--- src/design/frt_pkg.sv ---
// ----------------------------------------------------------------------------
// frt_pkg
// Field widths, operation codes, status codes and register indexes shared by
// the fragment reassembly tracker, its channel interfaces and its checker.
// ----------------------------------------------------------------------------
package frt_pkg;

	// item field widths
	localparam int MODE_W       = 2;
	localparam int GEN_W        = 32;
	localparam int MLEN_W       = 24;
	localparam int OFF_W        = 24;
	localparam int FLEN_W       = 16;
	localparam int FREED_W      = 3;

	// result field widths
	localparam int STATUS_W     = 3;
	localparam int SLOT_OUT_W   = 2;
	localparam int CLEN_W       = 17;
	localparam int ADDR_W       = 18;
	localparam int CNT_W        = 32;
	localparam int LARGEST_W    = 24;

	// configuration port
	localparam int CFG_IDX_W    = 2;
	localparam int CFG_DATA_W   = 32;

	typedef logic [STATUS_W-1:0] status_t;
	typedef logic [MODE_W-1:0]   mode_t;
	typedef logic [CFG_IDX_W-1:0] cfg_idx_t;

	// item operations
	localparam mode_t MODE_FRAGMENT = 2'd0;
	localparam mode_t MODE_RELEASE  = 2'd1;
	localparam mode_t MODE_RESET    = 2'd2;

	// result status
	localparam status_t ST_OK        = 3'd0;
	localparam status_t ST_COMPLETE  = 3'd1;
	localparam status_t ST_INVALID   = 3'd2;
	localparam status_t ST_BOUNDS    = 3'd3;
	localparam status_t ST_NO_SLOT   = 3'd4;
	localparam status_t ST_SEQ_ERROR = 3'd5;
	localparam status_t ST_RESTARTED = 3'd6;

	// register indexes
	localparam cfg_idx_t CFG_CURRENT_GENERATION = 2'd0;
	localparam cfg_idx_t CFG_LINK_UP            = 2'd1;

endpackage

--- src/design/frt_if.sv ---
// ----------------------------------------------------------------------------
// frt channel interfaces
// Valid/ready channels for fragment descriptors, results and register writes.
// ----------------------------------------------------------------------------
interface frt_item_if;
	logic                        valid;
	logic                        ready;
	logic [frt_pkg::MODE_W-1:0]  mode;
	logic [frt_pkg::GEN_W-1:0]   frag_generation;
	logic [frt_pkg::MLEN_W-1:0]  message_length;
	logic [frt_pkg::OFF_W-1:0]   fragment_offset;
	logic [frt_pkg::FLEN_W-1:0]  fragment_length;
	logic [frt_pkg::FREED_W-1:0] freed_slot;

	modport source (output valid, mode, frag_generation, message_length,
		fragment_offset, fragment_length, freed_slot, input ready);
	modport sink (input valid, mode, frag_generation, message_length,
		fragment_offset, fragment_length, freed_slot, output ready);
	modport mon (input valid, ready, mode, frag_generation, message_length,
		fragment_offset, fragment_length, freed_slot);
endinterface

interface frt_result_if;
	logic                           valid;
	logic                           ready;
	logic                           accepted;
	logic [frt_pkg::STATUS_W-1:0]   status;
	logic                           message_done;
	logic [frt_pkg::SLOT_OUT_W-1:0] slot_index;
	logic [frt_pkg::CLEN_W-1:0]     completed_length;
	logic [frt_pkg::ADDR_W-1:0]     write_address;
	logic [frt_pkg::CNT_W-1:0]      dropped_total;
	logic [frt_pkg::CNT_W-1:0]      sequence_error_total;
	logic [frt_pkg::LARGEST_W-1:0]  largest_seen;

	modport source (output valid, accepted, status, message_done, slot_index,
		completed_length, write_address, dropped_total, sequence_error_total,
		largest_seen, input ready);
	modport sink (input valid, accepted, status, message_done, slot_index,
		completed_length, write_address, dropped_total, sequence_error_total,
		largest_seen, output ready);
	modport mon (input valid, ready, accepted, status, message_done, slot_index,
		completed_length, write_address, dropped_total, sequence_error_total,
		largest_seen);
endinterface

interface frt_cfg_if;
	logic                           valid;
	logic                           ready;
	logic [frt_pkg::CFG_IDX_W-1:0]  index;
	logic [frt_pkg::CFG_DATA_W-1:0] data;

	modport source (output valid, index, data, input ready);
	modport sink (input valid, index, data, output ready);
	modport mon (input valid, ready, index, data);
endinterface

--- src/design/fragment_reassembly_tracker_core.sv ---
// ----------------------------------------------------------------------------
// fragment_reassembly_tracker_core
// Checks fragment descriptors against the live connection, tracks one open
// capture over a fixed pool of slots and reports write addresses, completions
// and drop and sequence error counts.
//
//   channel   dir   handshake        carries
//   item      in    valid / ready    mode, generation, lengths, offset, slot
//   result    out   valid / ready    status, address, completion, counters
//   cfg       in    valid / ready    register index, write data
//
// one item per cycle sustained while results are not stalled; a result is
// valid once its item has passed the input register, then the result register
// the state update of an item happens in one pass between those registers
// a stalled result holds the input register; the item channel keeps taking
// items as long as the input register can move on
// reset clears the capture, all slots, the counters, the configuration and
// the valid flags
// ----------------------------------------------------------------------------
module fragment_reassembly_tracker_core #(
	parameter int SLOT_COUNT = 4,
	parameter int SLOT_BYTES = 65536
) (
	input logic       clk,
	input logic       arst_n,
	frt_item_if.sink   item,
	frt_result_if.source result,
	frt_cfg_if.sink    cfg
);

	localparam int SLOT_W = (SLOT_COUNT > 1) ? $clog2(SLOT_COUNT) : 1;
	localparam int LEN_W  = $clog2(SLOT_BYTES + 1);
	localparam int SUM_W  = frt_pkg::OFF_W + 1;
	localparam int WIDE_W = 32;

	// configuration
	logic [frt_pkg::GEN_W-1:0] cur_gen_q;
	logic                      link_up_q;

	// input register
	logic                        valid_s1;
	logic [frt_pkg::MODE_W-1:0]  mode_s1;
	logic [frt_pkg::GEN_W-1:0]   gen_s1;
	logic [frt_pkg::MLEN_W-1:0]  mlen_s1;
	logic [frt_pkg::OFF_W-1:0]   off_s1;
	logic [frt_pkg::FLEN_W-1:0]  flen_s1;
	logic [frt_pkg::FREED_W-1:0] freed_s1;

	// capture state
	logic                      capture_open_q;
	logic [SLOT_W-1:0]         capture_slot_q;
	logic [LEN_W-1:0]          bytes_recv_q;
	logic [LEN_W-1:0]          bytes_exp_q;
	logic [frt_pkg::GEN_W-1:0] capture_gen_q;
	logic [SLOT_COUNT-1:0]     slot_busy_q;
	logic [frt_pkg::CNT_W-1:0] drop_cnt_q;
	logic [frt_pkg::CNT_W-1:0] seq_cnt_q;
	logic [frt_pkg::LARGEST_W-1:0] largest_q;

	logic                      capture_open_nxt;
	logic [SLOT_W-1:0]         capture_slot_nxt;
	logic [LEN_W-1:0]          bytes_recv_nxt;
	logic [LEN_W-1:0]          bytes_exp_nxt;
	logic [frt_pkg::GEN_W-1:0] capture_gen_nxt;
	logic [SLOT_COUNT-1:0]     slot_busy_nxt;
	logic [frt_pkg::CNT_W-1:0] drop_cnt_nxt;
	logic [frt_pkg::CNT_W-1:0] seq_cnt_nxt;
	logic [frt_pkg::LARGEST_W-1:0] largest_nxt;

	// result register
	logic                           res_valid_q;
	logic                           res_acc_q;
	frt_pkg::status_t               res_status_q;
	logic                           res_done_q;
	logic [frt_pkg::SLOT_OUT_W-1:0] res_slot_q;
	logic [frt_pkg::CLEN_W-1:0]     res_clen_q;
	logic [frt_pkg::ADDR_W-1:0]     res_addr_q;

	// one pass of logic
	logic                           res_acc;
	frt_pkg::status_t               res_status;
	logic                           res_done;
	logic [frt_pkg::CLEN_W-1:0]     res_clen;
	logic [1:0]                     drop_inc;
	logic                           seq_inc;
	logic [SLOT_COUNT-1:0]          busy_abort;
	logic                           free_found;
	logic [SLOT_W-1:0]              free_slot;
	logic                           take;
	logic [SLOT_W-1:0]              take_slot;
	logic [SUM_W-1:0]               sum_end;
	logic [WIDE_W-1:0]              addr_full;
	logic [frt_pkg::FREED_W:0]      freed_ext;
	logic                           desc_invalid;
	logic                           out_of_bounds;
	logic                           out_of_order;
	logic                           advance;

	assign advance    = valid_s1 && (!res_valid_q || result.ready);
	assign item.ready = !valid_s1 || advance;
	assign cfg.ready  = 1'b1;

	assign sum_end   = SUM_W'(off_s1) + SUM_W'(flen_s1);
	assign addr_full = WIDE_W'(take_slot) * WIDE_W'(SLOT_BYTES) + WIDE_W'(off_s1);
	assign freed_ext = {1'b0, freed_s1};

	assign desc_invalid = (mlen_s1 == '0) || (flen_s1 == '0) ||
		(gen_s1 != cur_gen_q) || !link_up_q;
	// offset plus length beyond the message covers an offset past the end too
	assign out_of_bounds = (SUM_W'(mlen_s1) > SUM_W'(SLOT_BYTES)) ||
		(sum_end > SUM_W'(mlen_s1));
	assign out_of_order = !capture_open_q ||
		(frt_pkg::MLEN_W'(bytes_exp_q) != mlen_s1) ||
		(capture_gen_q != gen_s1) ||
		(frt_pkg::OFF_W'(bytes_recv_q) != off_s1);

	always_comb begin
		busy_abort = slot_busy_q;
		if (capture_open_q) begin
			busy_abort[capture_slot_q] = 1'b0;
		end
		// lowest free slot wins
		free_found = 1'b0;
		free_slot  = '0;
		for (int i = SLOT_COUNT - 1; i >= 0; i--) begin
			if (!busy_abort[i]) begin
				free_found = 1'b1;
				free_slot  = SLOT_W'(i);
			end
		end
	end

	always_comb begin
		capture_open_nxt = capture_open_q;
		capture_slot_nxt = capture_slot_q;
		bytes_recv_nxt   = bytes_recv_q;
		bytes_exp_nxt    = bytes_exp_q;
		capture_gen_nxt  = capture_gen_q;
		slot_busy_nxt    = slot_busy_q;
		largest_nxt      = largest_q;
		res_acc          = 1'b0;
		res_status       = frt_pkg::ST_OK;
		res_done         = 1'b0;
		res_clen         = '0;
		drop_inc         = 2'd0;
		seq_inc          = 1'b0;
		take             = 1'b0;
		take_slot        = '0;
		case (mode_s1)
			frt_pkg::MODE_FRAGMENT: begin
				if (desc_invalid) begin
					drop_inc   = 2'd1;
					res_status = frt_pkg::ST_INVALID;
				end else begin
					if (mlen_s1 > largest_q) begin
						largest_nxt = mlen_s1;
					end
					if (out_of_bounds) begin
						drop_inc   = 2'd1;
						res_status = frt_pkg::ST_BOUNDS;
					end else if (off_s1 == '0) begin
						if (capture_open_q) begin
							drop_inc   = 2'd1;
							seq_inc    = 1'b1;
							res_status = frt_pkg::ST_RESTARTED;
						end
						slot_busy_nxt    = busy_abort;
						capture_open_nxt = 1'b0;
						capture_slot_nxt = '0;
						bytes_recv_nxt   = '0;
						bytes_exp_nxt    = '0;
						capture_gen_nxt  = '0;
						if (!free_found) begin
							drop_inc   = drop_inc + 2'd1;
							res_status = frt_pkg::ST_NO_SLOT;
						end else begin
							slot_busy_nxt[free_slot] = 1'b1;
							take      = 1'b1;
							take_slot = free_slot;
						end
					end else if (out_of_order) begin
						drop_inc         = 2'd1;
						seq_inc          = 1'b1;
						res_status       = frt_pkg::ST_SEQ_ERROR;
						slot_busy_nxt    = busy_abort;
						capture_open_nxt = 1'b0;
						capture_slot_nxt = '0;
						bytes_recv_nxt   = '0;
						bytes_exp_nxt    = '0;
						capture_gen_nxt  = '0;
					end else begin
						take      = 1'b1;
						take_slot = capture_slot_q;
					end
					// an in-order fragment always ends at offset plus length
					if (take) begin
						res_acc = 1'b1;
						if (sum_end == SUM_W'(mlen_s1)) begin
							res_done         = 1'b1;
							res_clen         = mlen_s1[frt_pkg::CLEN_W-1:0];
							res_status       = frt_pkg::ST_COMPLETE;
							capture_open_nxt = 1'b0;
							capture_slot_nxt = '0;
							bytes_recv_nxt   = '0;
							bytes_exp_nxt    = '0;
							capture_gen_nxt  = '0;
						end else begin
							capture_open_nxt = 1'b1;
							capture_slot_nxt = take_slot;
							bytes_recv_nxt   = LEN_W'(sum_end);
							bytes_exp_nxt    = LEN_W'(mlen_s1);
							capture_gen_nxt  = gen_s1;
						end
					end
				end
			end
			frt_pkg::MODE_RELEASE: begin
				if (freed_ext < (frt_pkg::FREED_W + 1)'(SLOT_COUNT)) begin
					slot_busy_nxt[freed_s1[SLOT_W-1:0]] = 1'b0;
				end
			end
			frt_pkg::MODE_RESET: begin
				slot_busy_nxt    = busy_abort;
				capture_open_nxt = 1'b0;
				capture_slot_nxt = '0;
				bytes_recv_nxt   = '0;
				bytes_exp_nxt    = '0;
				capture_gen_nxt  = '0;
			end
			default: begin
			end
		endcase
		drop_cnt_nxt = drop_cnt_q + frt_pkg::CNT_W'(drop_inc);
		seq_cnt_nxt  = seq_cnt_q + frt_pkg::CNT_W'(seq_inc);
	end

	always_ff @(posedge clk or negedge arst_n) begin
		if (!arst_n) begin
			cur_gen_q <= '0;
			link_up_q <= 1'b0;
		end else if (cfg.valid) begin
			case (cfg.index)
				frt_pkg::CFG_CURRENT_GENERATION: cur_gen_q <= cfg.data;
				frt_pkg::CFG_LINK_UP:            link_up_q <= cfg.data[0];
				default: begin
				end
			endcase
		end
	end

	always_ff @(posedge clk or negedge arst_n) begin
		if (!arst_n) begin
			valid_s1 <= 1'b0;
		end else if (item.ready) begin
			valid_s1 <= item.valid;
		end
	end

	always_ff @(posedge clk) begin
		if (item.ready && item.valid) begin
			mode_s1  <= item.mode;
			gen_s1   <= item.frag_generation;
			mlen_s1  <= item.message_length;
			off_s1   <= item.fragment_offset;
			flen_s1  <= item.fragment_length;
			freed_s1 <= item.freed_slot;
		end
	end

	always_ff @(posedge clk or negedge arst_n) begin
		if (!arst_n) begin
			capture_open_q <= 1'b0;
			capture_slot_q <= '0;
			bytes_recv_q   <= '0;
			bytes_exp_q    <= '0;
			capture_gen_q  <= '0;
			slot_busy_q    <= '0;
			drop_cnt_q     <= '0;
			seq_cnt_q      <= '0;
			largest_q      <= '0;
		end else if (advance) begin
			capture_open_q <= capture_open_nxt;
			capture_slot_q <= capture_slot_nxt;
			bytes_recv_q   <= bytes_recv_nxt;
			bytes_exp_q    <= bytes_exp_nxt;
			capture_gen_q  <= capture_gen_nxt;
			slot_busy_q    <= slot_busy_nxt;
			drop_cnt_q     <= drop_cnt_nxt;
			seq_cnt_q      <= seq_cnt_nxt;
			largest_q      <= largest_nxt;
		end
	end

	always_ff @(posedge clk or negedge arst_n) begin
		if (!arst_n) begin
			res_valid_q <= 1'b0;
		end else if (advance) begin
			res_valid_q <= 1'b1;
		end else if (result.ready) begin
			res_valid_q <= 1'b0;
		end
	end

	always_ff @(posedge clk) begin
		if (advance) begin
			res_acc_q    <= res_acc;
			res_status_q <= res_status;
			res_done_q   <= res_done;
			res_clen_q   <= res_clen;
			// slot and address read as zero unless the bytes are written
			res_slot_q   <= take ? frt_pkg::SLOT_OUT_W'(3'(take_slot)) : '0;
			res_addr_q   <= take ? addr_full[frt_pkg::ADDR_W-1:0] : '0;
		end
	end

	assign result.valid                = res_valid_q;
	assign result.accepted             = res_acc_q;
	assign result.status               = res_status_q;
	assign result.message_done         = res_done_q;
	assign result.slot_index           = res_slot_q;
	assign result.completed_length     = res_clen_q;
	assign result.write_address        = res_addr_q;
	assign result.dropped_total        = drop_cnt_q;
	assign result.sequence_error_total = seq_cnt_q;
	assign result.largest_seen         = largest_q;

endmodule

--- src/flat_wrapper.sv ---
// flat-port wrapper written by rule: the top's interface ports become plain ports
module fragment_reassembly_tracker_core_flat 
#(
	parameter int SLOT_COUNT = 4,
	parameter int SLOT_BYTES = 65536
)
  (clk, arst_n, item_valid, item_mode, item_frag_generation, item_message_length, item_fragment_offset, item_fragment_length, item_freed_slot, item_ready, result_valid, result_accepted, result_status, result_message_done, result_slot_index, result_completed_length, result_write_address, result_dropped_total, result_sequence_error_total, result_largest_seen, result_ready, cfg_valid, cfg_index, cfg_data, cfg_ready);
  frt_item_if item_i ();
  frt_result_if result_i ();
  frt_cfg_if cfg_i ();
  input logic clk;
  input logic arst_n;
  input wire logic [$bits(item_i.valid)-1:0] item_valid;
  input wire logic [$bits(item_i.mode)-1:0] item_mode;
  input wire logic [$bits(item_i.frag_generation)-1:0] item_frag_generation;
  input wire logic [$bits(item_i.message_length)-1:0] item_message_length;
  input wire logic [$bits(item_i.fragment_offset)-1:0] item_fragment_offset;
  input wire logic [$bits(item_i.fragment_length)-1:0] item_fragment_length;
  input wire logic [$bits(item_i.freed_slot)-1:0] item_freed_slot;
  output wire logic [$bits(item_i.ready)-1:0] item_ready;
  output wire logic [$bits(result_i.valid)-1:0] result_valid;
  output wire logic [$bits(result_i.accepted)-1:0] result_accepted;
  output wire logic [$bits(result_i.status)-1:0] result_status;
  output wire logic [$bits(result_i.message_done)-1:0] result_message_done;
  output wire logic [$bits(result_i.slot_index)-1:0] result_slot_index;
  output wire logic [$bits(result_i.completed_length)-1:0] result_completed_length;
  output wire logic [$bits(result_i.write_address)-1:0] result_write_address;
  output wire logic [$bits(result_i.dropped_total)-1:0] result_dropped_total;
  output wire logic [$bits(result_i.sequence_error_total)-1:0] result_sequence_error_total;
  output wire logic [$bits(result_i.largest_seen)-1:0] result_largest_seen;
  input wire logic [$bits(result_i.ready)-1:0] result_ready;
  input wire logic [$bits(cfg_i.valid)-1:0] cfg_valid;
  input wire logic [$bits(cfg_i.index)-1:0] cfg_index;
  input wire logic [$bits(cfg_i.data)-1:0] cfg_data;
  output wire logic [$bits(cfg_i.ready)-1:0] cfg_ready;
  assign item_i.valid = item_valid;
  assign item_i.mode = item_mode;
  assign item_i.frag_generation = item_frag_generation;
  assign item_i.message_length = item_message_length;
  assign item_i.fragment_offset = item_fragment_offset;
  assign item_i.fragment_length = item_fragment_length;
  assign item_i.freed_slot = item_freed_slot;
  assign item_ready = item_i.ready;
  assign result_valid = result_i.valid;
  assign result_accepted = result_i.accepted;
  assign result_status = result_i.status;
  assign result_message_done = result_i.message_done;
  assign result_slot_index = result_i.slot_index;
  assign result_completed_length = result_i.completed_length;
  assign result_write_address = result_i.write_address;
  assign result_dropped_total = result_i.dropped_total;
  assign result_sequence_error_total = result_i.sequence_error_total;
  assign result_largest_seen = result_i.largest_seen;
  assign result_i.ready = result_ready;
  assign cfg_i.valid = cfg_valid;
  assign cfg_i.index = cfg_index;
  assign cfg_i.data = cfg_data;
  assign cfg_ready = cfg_i.ready;
  fragment_reassembly_tracker_core #(.SLOT_COUNT(SLOT_COUNT), .SLOT_BYTES(SLOT_BYTES)) u_core (.clk(clk), .arst_n(arst_n), .item(item_i), .result(result_i), .cfg(cfg_i));
endmodule
--- config.mk ---
export PLATFORM = sky130hd
export DESIGN_NAME = fragment_reassembly_tracker_core_flat
export DESIGN_NICKNAME = d
export VERILOG_FILES = /design/src/design/frt_pkg.sv /design/src/design/frt_if.sv /design/src/design/fragment_reassembly_tracker_core.sv /design/src/flat_wrapper.sv
export SDC_FILE = /design/constraint.sdc
export NUM_CORES = 1
export LEC_CHECK = 0
export BUFFER_PORTS_ARGS = -buffer_cell sky130_fd_sc_hd__clkbuf_2
export CORE_MARGIN = 5
export CORE_UTILIZATION = 45
export CTS_BUF_LIST = sky130_fd_sc_hd__clkbuf_16
export CTS_CLUSTER_DIAMETER = 100
export DETAILED_ROUTE_END_ITERATION = 7
export PLACE_DENSITY_LB_ADDON = 0.3
export RECOVER_POWER = 50
export SETUP_SLACK_MARGIN = 0.3
export SLEW_MARGIN = 20
export SYNTH_ARGS = -nofsm -noshare
export SYNTH_HDL_FRONTEND = slang
export SYNTH_SLANG_ARGS = --single-unit
--- constraint.sdc ---
create_clock -name clk -period 14.3 [get_ports clk]
set_input_delay 2.86 -clock clk [delete_from_list [all_inputs] [get_ports clk]]
set_output_delay 2.86 -clock clk [all_outputs]
set_load 0.05 [all_outputs]
# Word-level counts from Yosys, hierarchy flattened
# Index checks and enable logic that the tools add are counted.
[word_totals] inputBits=140 rom_bits=0 memories=0 word_cells=195 mem_bits_rw=0 output_inout_bits=133 ff_bits=339 latch_bits=0
[classes] addsub=5 multipliers=0 magnitude_cmp=10 n_bitwise=9 n_eq_ne=14 div=0 reduce_logical=35 muxes=96 n_shift=0
[ops] operator="2-to-1 mux 32 bit" n=6
[ops] operator="2-to-1 mux 17 bit" n=9
[ops] operator="one-hot mux 17 bit (2 select lines)" n=2
[ops] operator="inequality test 32 bit" n=2
[ops] operator="one-hot mux 32 bit (2 select lines)" n=1
[ops] operator="2-to-1 mux 2 bit" n=25
[ops] operator="zero test 24 bit" n=2
[ops] operator="inequality test 17 x 24 -> 1 bit" n=2
[ops] operator="2-to-1 mux 1 bit" n=33
[ops] operator="adder 32 x 1 -> 32 bit" n=1
[ops] operator="adder 32 x 2 -> 32 bit" n=1
[ops] operator="2-to-1 mux 4 bit" n=7
[ops] operator="adder 24 x 16 -> 25 bit" n=1
[ops] operator="equality test 25 x 24 -> 1 bit" n=1
[ops] operator="greater-than comparator 25 x 24 -> 1 bit" n=1
[ops] operator="greater-than comparator 24 x 17 -> 1 bit (second input constant)" n=1
[ops] operator="greater-than comparator 24 bit" n=1
[ops] operator="2-to-1 mux 3 bit" n=7
[ops] operator="adder 18 bit" n=1
[ops] operator="zero test 16 bit" n=1
[ops] operator="one-hot mux 4 bit (3 select lines)" n=1
[ops] operator="logical OR 1 bit" n=9
[ops] operator="< comparator 2 x 3 -> 1 bit (second input constant)" n=3
[ops] operator="AND 4 bit" n=2
[ops] operator="other kinds (28)" n=49

# Logic depth before layout (Yosys ltp)
# Gate-level depths: netlist of run 1.
[logic_depth] depth_word=21 depth_mapped=28 depth_no_buf=27

# Worst setup path before layout of run 1
# Ideal clock, no wire load.
[synth_timing] kind="input to output" start="in result_ready" end="out item_ready" arrival_ns=3.343 t_required_ns=11.440 slack_ns=8.097 path_buffers=0 path_stages=1 cell_sequence="nand3b_1"
[synth_via] elab_chain_len=3
[synth_lines] element="start, declared" line="flat_wrapper.sv:31" text="input wire logic [$bits(result_i.ready)-1:0] result_ready;"
[synth_lines] element="logical OR 1 bit" line="fragment_reassembly_tracker_core.sv:99" text="assign advance = valid_s1 && (!res_valid_q || result.ready);"
[synth_lines] element="logical AND 1 bit" line="fragment_reassembly_tracker_core.sv:99"
[synth_lines] element="logical OR 1 bit" line="fragment_reassembly_tracker_core.sv:100" text="assign item.ready = !valid_s1 || advance;"
[synth_lines] element="end, declared" line="flat_wrapper.sv:20" text="output wire logic [$bits(item_i.ready)-1:0] item_ready;"
# No other way between the ends.

==> results by group, run 1 <==
Worst setup path
  • CP Cell Sequence: clkbuf_1
  • Critical path type: in2async
  • CP Max Fanout: 116
  • Crit path buffers/inverters: 1
  • Crit end category: async pin
  • Reg2Reg Setup Slack: 7170 ps
  • Critical Path AT: 7310 ps
  • R2R cell count: 26
  • Largest stage delay on the critical path: 4360 ps
  • Startpoint types: primary input
  • Reg-to-Reg Start: u_core.off_s1[0]
  • FF-to-FF End: u_core.result.dropped_total[26]
  • CP max-delay cell: clkbuf_1
  • Top delay family on crit path: buffers and inverters
  • WP data required: 13380 ps

CTS
  • Resized Gates After CTS: 0
  • Clock Tree Root: clkbuf_16
  • Post-CTS Hold Fix Bufs: 0
  • Clk sinks: 339
  • Buffer count from post-CTS setup fixing: 0
  • H-tree depth: 2
  • Clk_lat worst skew: 540 ps
  • Max Buffers Root-to-Sink: 3
  • Reg clk slew, reported paths: 60 ps
  • Inserted Clock Buffers: 38
  • TritonCTS clock tree: done

Synthesis
  • Post-synthesis register bit count: 339
  • Fraction of registers with async set/reset: 57.8%
  • Gate Count Post-Synth: 1386
  • Sequential area share after synthesis: 55.9%
  • Avg Inst Size Synth: 11.9 sq um
  • Main synth FF type: dfrtp_1
  • Syn_nets: 1604
  • Ys Warns: 0
  • Mapped cell area: 16500 sq um
  • Number of synthesized flops with an enable pin: 143
  • Unique cell type count in the Yosys netlist: 63

Power
  • Worst vdd ir: 78.8 uV
  • Total power: 0.00242 W
  • Lkg Pwr: 8.36 nW
  • Pwr dens: 124 nW/um^2

Hold path
  • Worst Hold End: u_core.result.dropped_total[31]
  • Hold wc startpoint: u_core.result.dropped_total[31]
  • Hold depth: 1
  • Hold WC Path Type: reg2reg

Floorplanning
  • Starting Density: 45.3%
  • Ports: 273
  • Die H: 201 um
  • Die area: 40500 sq um
  • Rows: 70
  • Core area: 36300 sq um
  • Die width: 201 um

STA
  • Post-Route Skew: 20.3 ps
  • Final period util: 57.6%
  • RSZ-0062 raised after global routing: false
  • Total negative slack: 0 ps
  • Final min period: 8230 ps
  • # setup viols final: 0
  • Pins Over Slew Limit: 234
  • Worst Tran Pin Value: 6360 ps
  • Final Hold Vio Count: 0
  • Worst rel slew slack: -324%
  • Fmax: 121 MHz

Run status
  • Failing checks: capacitance limit, slew limit
  • Outcome: complete, but fails checks

Final layout
  • Nets@finish: 1892
  • Fin util: 53.7%
  • Diode count: 0
  • Layout cell share with drive strength beyond 1: 17.7%
  • Layout area overhead: 18.5%

Placement
  • Port buffer count: 271
  • Global placement routability congestion: 0.977
  • HPWL after DPL: 34600 um

Job
  • Max Cap Viol: 4

GRT
  • Vias in the first global route: 12200
  • Initial antenna violation count: 0
  • GRT overflow: 0
  • First-pass GRT wire length: 71200 um
  • Total track usage: 22.2%
  • Maximum number of pins on one net before global-route repair: 117

Detailed routing
  • Antenna-violating nets left: 0
  • WL/cell: 21.3 um
  • Via count: 12100
  • Remaining DRCs: 0
  • DR vias/cell: 5.59
  • Initial DRC Count: 895
  • Pre-Repair DR Iteration Count: 5
  • DRT Wirelength: 46300 um
worst max-delay path by stage:
stage               depth (start not counted)  slack [ps]                                      to              from
global route                                1        4740  u_core.result.sequence_error_total[17]            arst_n
CTS                                        26        7240         u_core.result.dropped_total[26]  u_core.off_s1[0]
finish                                      1        6070  u_core.result.sequence_error_total[28]            arst_n
global placement                           26        7490         u_core.result.dropped_total[26]  u_core.off_s1[1]
floorplan                                   1        8100                              item_ready      result_ready
detailed placement                         26        7270         u_core.result.dropped_total[26]  u_core.off_s1[0]
through the flow:
step	area (sq um)	setup slack [ps]	cells	hold WS [ps]
2_1_floorplan	16500	8100	1386	470
3_3_place_gp	18400	7490	2102	457
3_5_place_dp	18400	7270	2102	463
4_1_cts	19600	7240	2172	473
5_1_grt	19500	4740	2172	495
6_report	19500	6070	2172	467
Yosys cell counts (3+ instances only):
master     number  share of area [%]
a22o_1         47                2.5
or4_1           7               0.32
a211oi_1        6               0.27
a31oi_1         6               0.23
nor2b_1         4               0.15
a21oi_1        34                1.0
nor4_1         52                2.0
mux2i_1        23                1.4
nand2_1       104                2.4
xor2_1         44                2.3
clkbuf_1       23               0.52
dfrtp_1       196                 30
nor4b_1         3               0.16
nor2_1         52                1.2
o21ai_0        27               0.82
buf_6           5               0.34
o21ai_1        23               0.70
o2111ai_1       5               0.27
o21a_1         11               0.50
and3_1         18               0.68
inv_1          75                1.7
and4_1          8               0.43
a21o_1         11               0.50
xnor2_1       125                6.6
or3_1           6               0.23
edfxtp_1      143                 26
nand4_1        56                2.1
nand3b_1        4               0.18
ha_1           76                5.8
nand3_1        41                1.2
a211o_1         5               0.27
o211ai_1        5               0.23
and2_1         19               0.72
nor3_1         15               0.46
nand2b_1       34                1.3
mux2_2         36                2.5
report_power, final:
group	internal, W	switching [W]
clock network	0.000592	0.000399
logic	0.000107	0.000199
registers	0.00108	0.0000494
metal layers:
metal / routed length, um / global-route usage (%) / vias to the layer above
met5: 0 / 0 / -
met4: 1340 / 6.86 / 0
met3: 2900 / 3.84 / 79
met2: 21900 / 36.5 / 479
met1: 20100 / 30.3 / 5929
li1: - / - / 5652
sequential cells by signal (all words and copies together), names as in the netlist, 2 cells and up:
| register | count |
|---|---|
| u_core.bytes_exp_q | 17 |
| u_core.bytes_recv_q | 17 |
| u_core.capture_gen_q | 32 |
| u_core.capture_slot_q | 2 |
| u_core.cur_gen_q | 32 |
| u_core.flen_s1 | 16 |
| u_core.freed_s1 | 3 |
| u_core.gen_s1 | 32 |
| u_core.mlen_s1 | 24 |
| u_core.mode_s1 | 2 |
| u_core.off_s1 | 24 |
| u_core.result.completed_length | 17 |
| u_core.result.dropped_total | 32 |
| u_core.result.largest_seen | 24 |
| u_core.result.sequence_error_total | 32 |
| u_core.result.slot_index | 2 |
| u_core.result.status | 3 |
| u_core.result.write_address | 18 |
| u_core.slot_busy_q | 4 |
layout make-up:
type                            instances  area (sq um)
Timing Repair Buffer                  279          1320
Sequential cell                       339          9200
Multi-Input combinational cell        940          6850
Tap cell                              468           586
Clock inverter                         29           250
Inverter                               76           285
Fill cell                            3154         16800
Clock buffer                           41          1030
cells in the final DEF (no fill, tap or decap), drive strengths merged, types with 8 or more instances in the layout:
cell	netlist	layout
a21o	11	11
a21oi	34	34
a22o	47	47
and2	19	19
and3	18	18
and4	8	8
clkbuf	23	314
clkinv	1	14
dfrtp	196	196
edfxtp	143	143
ha	76	76
inv	75	82
mux2	36	36
mux2i	23	23
nand2	104	104
nand2b	34	34
nand3	41	41
nand4	56	56
nor2	52	52
nor3	16	16
nor4	52	52
o21a	11	11
o21ai	50	50
or4	8	8
xnor2	125	125
xor2	44	44
logic make-up (layout without fill, tap and decap cells):
kind of cell | after synthesis | count (layout) | synth area share, %
xor gates and xnor gates | 169 | 169 | 8.99
adders and majority gates | 78 | 78 | 6.02
buffers and inverters | 107 | 425 | 2.70
muxes | 59 | 59 | 3.86
and+or+nand+nor | 433 | 433 | 14.0
DFF | 339 | 339 | 55.9
other | 1 | 1 | 0.0228
AOI/OAI and AO/OA | 200 | 200 | 8.51
(Power assumes the default switching activity.)
==> run 2, diff against run 1 <==
--- a/config.mk
+++ b/config.mk
@@ -5,6 +5,7 @@
 export SDC_FILE = /design/constraint.sdc
 export NUM_CORES = 1
 export LEC_CHECK = 0
+export ABC_AREA = 1
 export BUFFER_PORTS_ARGS = -buffer_cell sky130_fd_sc_hd__clkbuf_2
 export CORE_MARGIN = 5
 export CORE_UTILIZATION = 45
==> constraint.sdc (replaced) <==
create_clock -name clk -period 7.96 [get_ports clk]
set_input_delay 1.592 -clock clk [delete_from_list [all_inputs] [get_ports clk]]
set_output_delay 1.592 -clock clk [all_outputs]
set_load 0.05 [all_outputs]
==> results by group, run 2 <==
STA
  • Total negative slack: 0 ps
  • # setup viols final: 0
  • Post-Route Skew: 24.6 ps
  • RSZ-0062 raised after global routing: false
  • Fmax: 159 MHz
  • Worst rel slew slack: -112%
  • Worst Tran Pin Value: 3190 ps
  • Pins Over Slew Limit: 326
  • Final period util: 79.1%
  • Final min period: 6300 ps
  • Final Hold Vio Count: 0

Worst setup path
  • CP max-delay cell: edfxtp_1
  • R2R cell count: 32
  • Largest stage delay on the critical path: 430 ps
  • Critical path type: reg2reg
  • Critical Path AT: 6730 ps
  • Crit end category: flop
  • WP data required: 8400 ps
  • Startpoint types: flop
  • CP dominant cell by count: nor2_1
  • CP Max Fanout: 7

CTS
  • TritonCTS clock tree: done
  • Clock Tree Root: clkbuf_16
  • H-tree depth: 2
  • Buffer count from post-CTS setup fixing: 0
  • Resized Gates After CTS: 0
  • Clk_lat worst skew: 570 ps
  • Max Buffers Root-to-Sink: 3
  • Reg clk slew, reported paths: 60 ps
  • Post-CTS Hold Fix Bufs: 0
  • Inserted Clock Buffers: 39
  • Clk sinks: 339

Floorplanning
  • Die H: 211 um
  • Ports: 273
  • Die width: 211 um
  • Starting Density: 45.7%
  • Rows: 73
  • Core area: 39800 sq um
  • Die area: 44500 sq um

Detailed routing
  • Remaining DRCs: 0
  • DR vias/cell: 5.21
  • Via count: 15500
  • DRT Wirelength: 55000 um
  • Initial DRC Count: 1378
  • Antenna-violating nets left: 0
  • Pre-Repair DR Iteration Count: 6
  • WL/cell: 18.6 um

Synthesis
  • Unique cell type count in the Yosys netlist: 60
  • Post-synth top area share: 27.0%
  • Gate Count Post-Synth: 2126
  • Synth area leader: dfrtp_1
  • Avg Inst Size Synth: 8.56 sq um
  • Post-synthesis register bit count: 339
  • Main synth FF type: dfrtp_1
  • Synth top area cells: dfrtp_1 27%, edfxtp_1 24%, nand2_1 13%
  • Fraction of registers with async set/reset: 57.8%
  • Most common cell in the netlist: nand2_1
  • Ys Warns: 0
  • Top cell types by occurrence after synthesis: 630 x nand2_1, 267 x inv_1, 230 x nor2_1
  • Sequential area share after synthesis: 50.6%
  • Mapped cell area: 18200 sq um
  • Number of synthesized flops with an enable pin: 143
  • Syn_nets: 2344

Placement
  • HPWL after DPL: 41800 um
  • Port buffer count: 271
  • Global placement routability congestion: 0.977

Job
  • Max Cap Viol: 6

GRT
  • First-pass GRT wire length: 85800 um
  • Maximum number of pins on one net before global-route repair: 74
  • Vias in the first global route: 15100
  • Initial antenna violation count: 0
  • Total track usage: 24.5%
  • GRT overflow: 0

Final layout
  • Diode count: 0
  • Layout area overhead: 17.0%
  • Fin util: 53.4%
  • Leading cell types in the layout, fill and taps excluded: 631 x nand2_1, 273 x inv_1, 233 x clkbuf_2
  • Layout cell share with drive strength beyond 1: 14.6%
  • Commonest non-fill, non-tap cell in the layout: nand2_1
  • Fill cells: 3805
  • Nets@finish: 2628

Hold path
  • Hold WC Path Type: reg2reg
  • Hold depth: 1

Power
  • Total power: 0.00465 W
  • Worst vdd ir: 169 uV
  • Lkg Pwr: 10.4 nW
  • Pwr dens: 218 nW/um^2

Run status
  • Failing checks: capacitance limit, slew limit
  • Outcome: complete, but fails checks
run 2: changes by cell type after synthesis, moves of 34 or more:
cell / delta
nor4_1: -39
inv_1: +192
nand3_1: +78
nor2_1: +178
nand2b_1: -34
a22o_1: -47
nand2_1: +526
xnor2_1: -82
run 2: final timing paths:
| check | slack, ps | to | start |
|---|---|---|---|
| setup / recovery | 1660 | u_core.result.dropped_total[30] | u_core.off_s1[4] |
| hold / removal | 470 | u_core.result.dropped_total[31] | u_core.result.dropped_total[31] |
| setup reg to reg | 1660 | u_core.result.dropped_total[30] | u_core.off_s1[4] |
| hold reg to reg | 470 | u_core.result.dropped_total[31] | u_core.result.dropped_total[31] |
| max in group asynchronous | 2590 | u_core.result.largest_seen[20] | arst_n |
| min in group asynchronous | 2100 | u_core.cur_gen_q[1] | arst_n |
run 2: metal layers:
metal  GRT usage, %  share of wire, %  up-vias
li1               -                 -     7461
met1           34.5                44     7350
met2           39.0                46      548
met3           4.00               6.9       96
met4           7.82               2.9        0
met5              0                 0        -
run 2: power by group:
group	switching (W)	internal, W	total [W]
Sequential	0.0000971	0.00196	0.00206
Clock	0.000738	0.00108	0.00181
Combinational	0.000547	0.000229	0.000776
Total	0.00138	0.00326	0.00465
run 2: worst max-delay path: cells and delay by family (launching register included):
| family | cells | cell delay (ps) |
|---|---|---|
| AO/OA/AOI/OAI | 7 | 1320 |
| flip-flops | 1 | 430 |
| AND/OR/NAND/NOR | 17 | 2640 |
| buffers and inverters | 2 | 120 |
| XOR/XNOR | 2 | 310 |
| adder cells (fa/ha/maj) | 4 | 1320 |
run 2: kinds of logic after synthesis:
family	Yosys count	synth area share, %
adders and majority gates	78	5.45
other	1	0.0206
AOI/OAI and AO/OA	150	4.86
muxes	21	1.30
buffers and inverters	321	7.02
DFF	339	50.6
and+or+nand+nor	1114	25.9
xor gates and xnor gates	102	4.91
run 2: stage by stage:
step | std cells | hold slack, ps | worst slack, ps | instance area, sq um
5_1_grt | 2966 | 506 | 1150 | 21300
4_1_cts | 2966 | 474 | 1700 | 21400
2_1_floorplan | 2126 | 447 | 2710 | 18200
6_report | 2966 | 469 | 1660 | 21300
3_5_place_dp | 2894 | 466 | 1730 | 20100
3_3_place_gp | 2894 | 455 | 1930 | 20100
run 2: final cells by class:
cell class	instances	area, sq um	share of cell area (%)
clock inverters	32	285	1.34
flip-flops and latches	339	9200	43.2
well taps	525	657	3.09
clock buffers	40	1000	4.70
inverters	284	1070	5.01
repair buffers	280	1360	6.40
multi-input cells	1466	7710	36.2
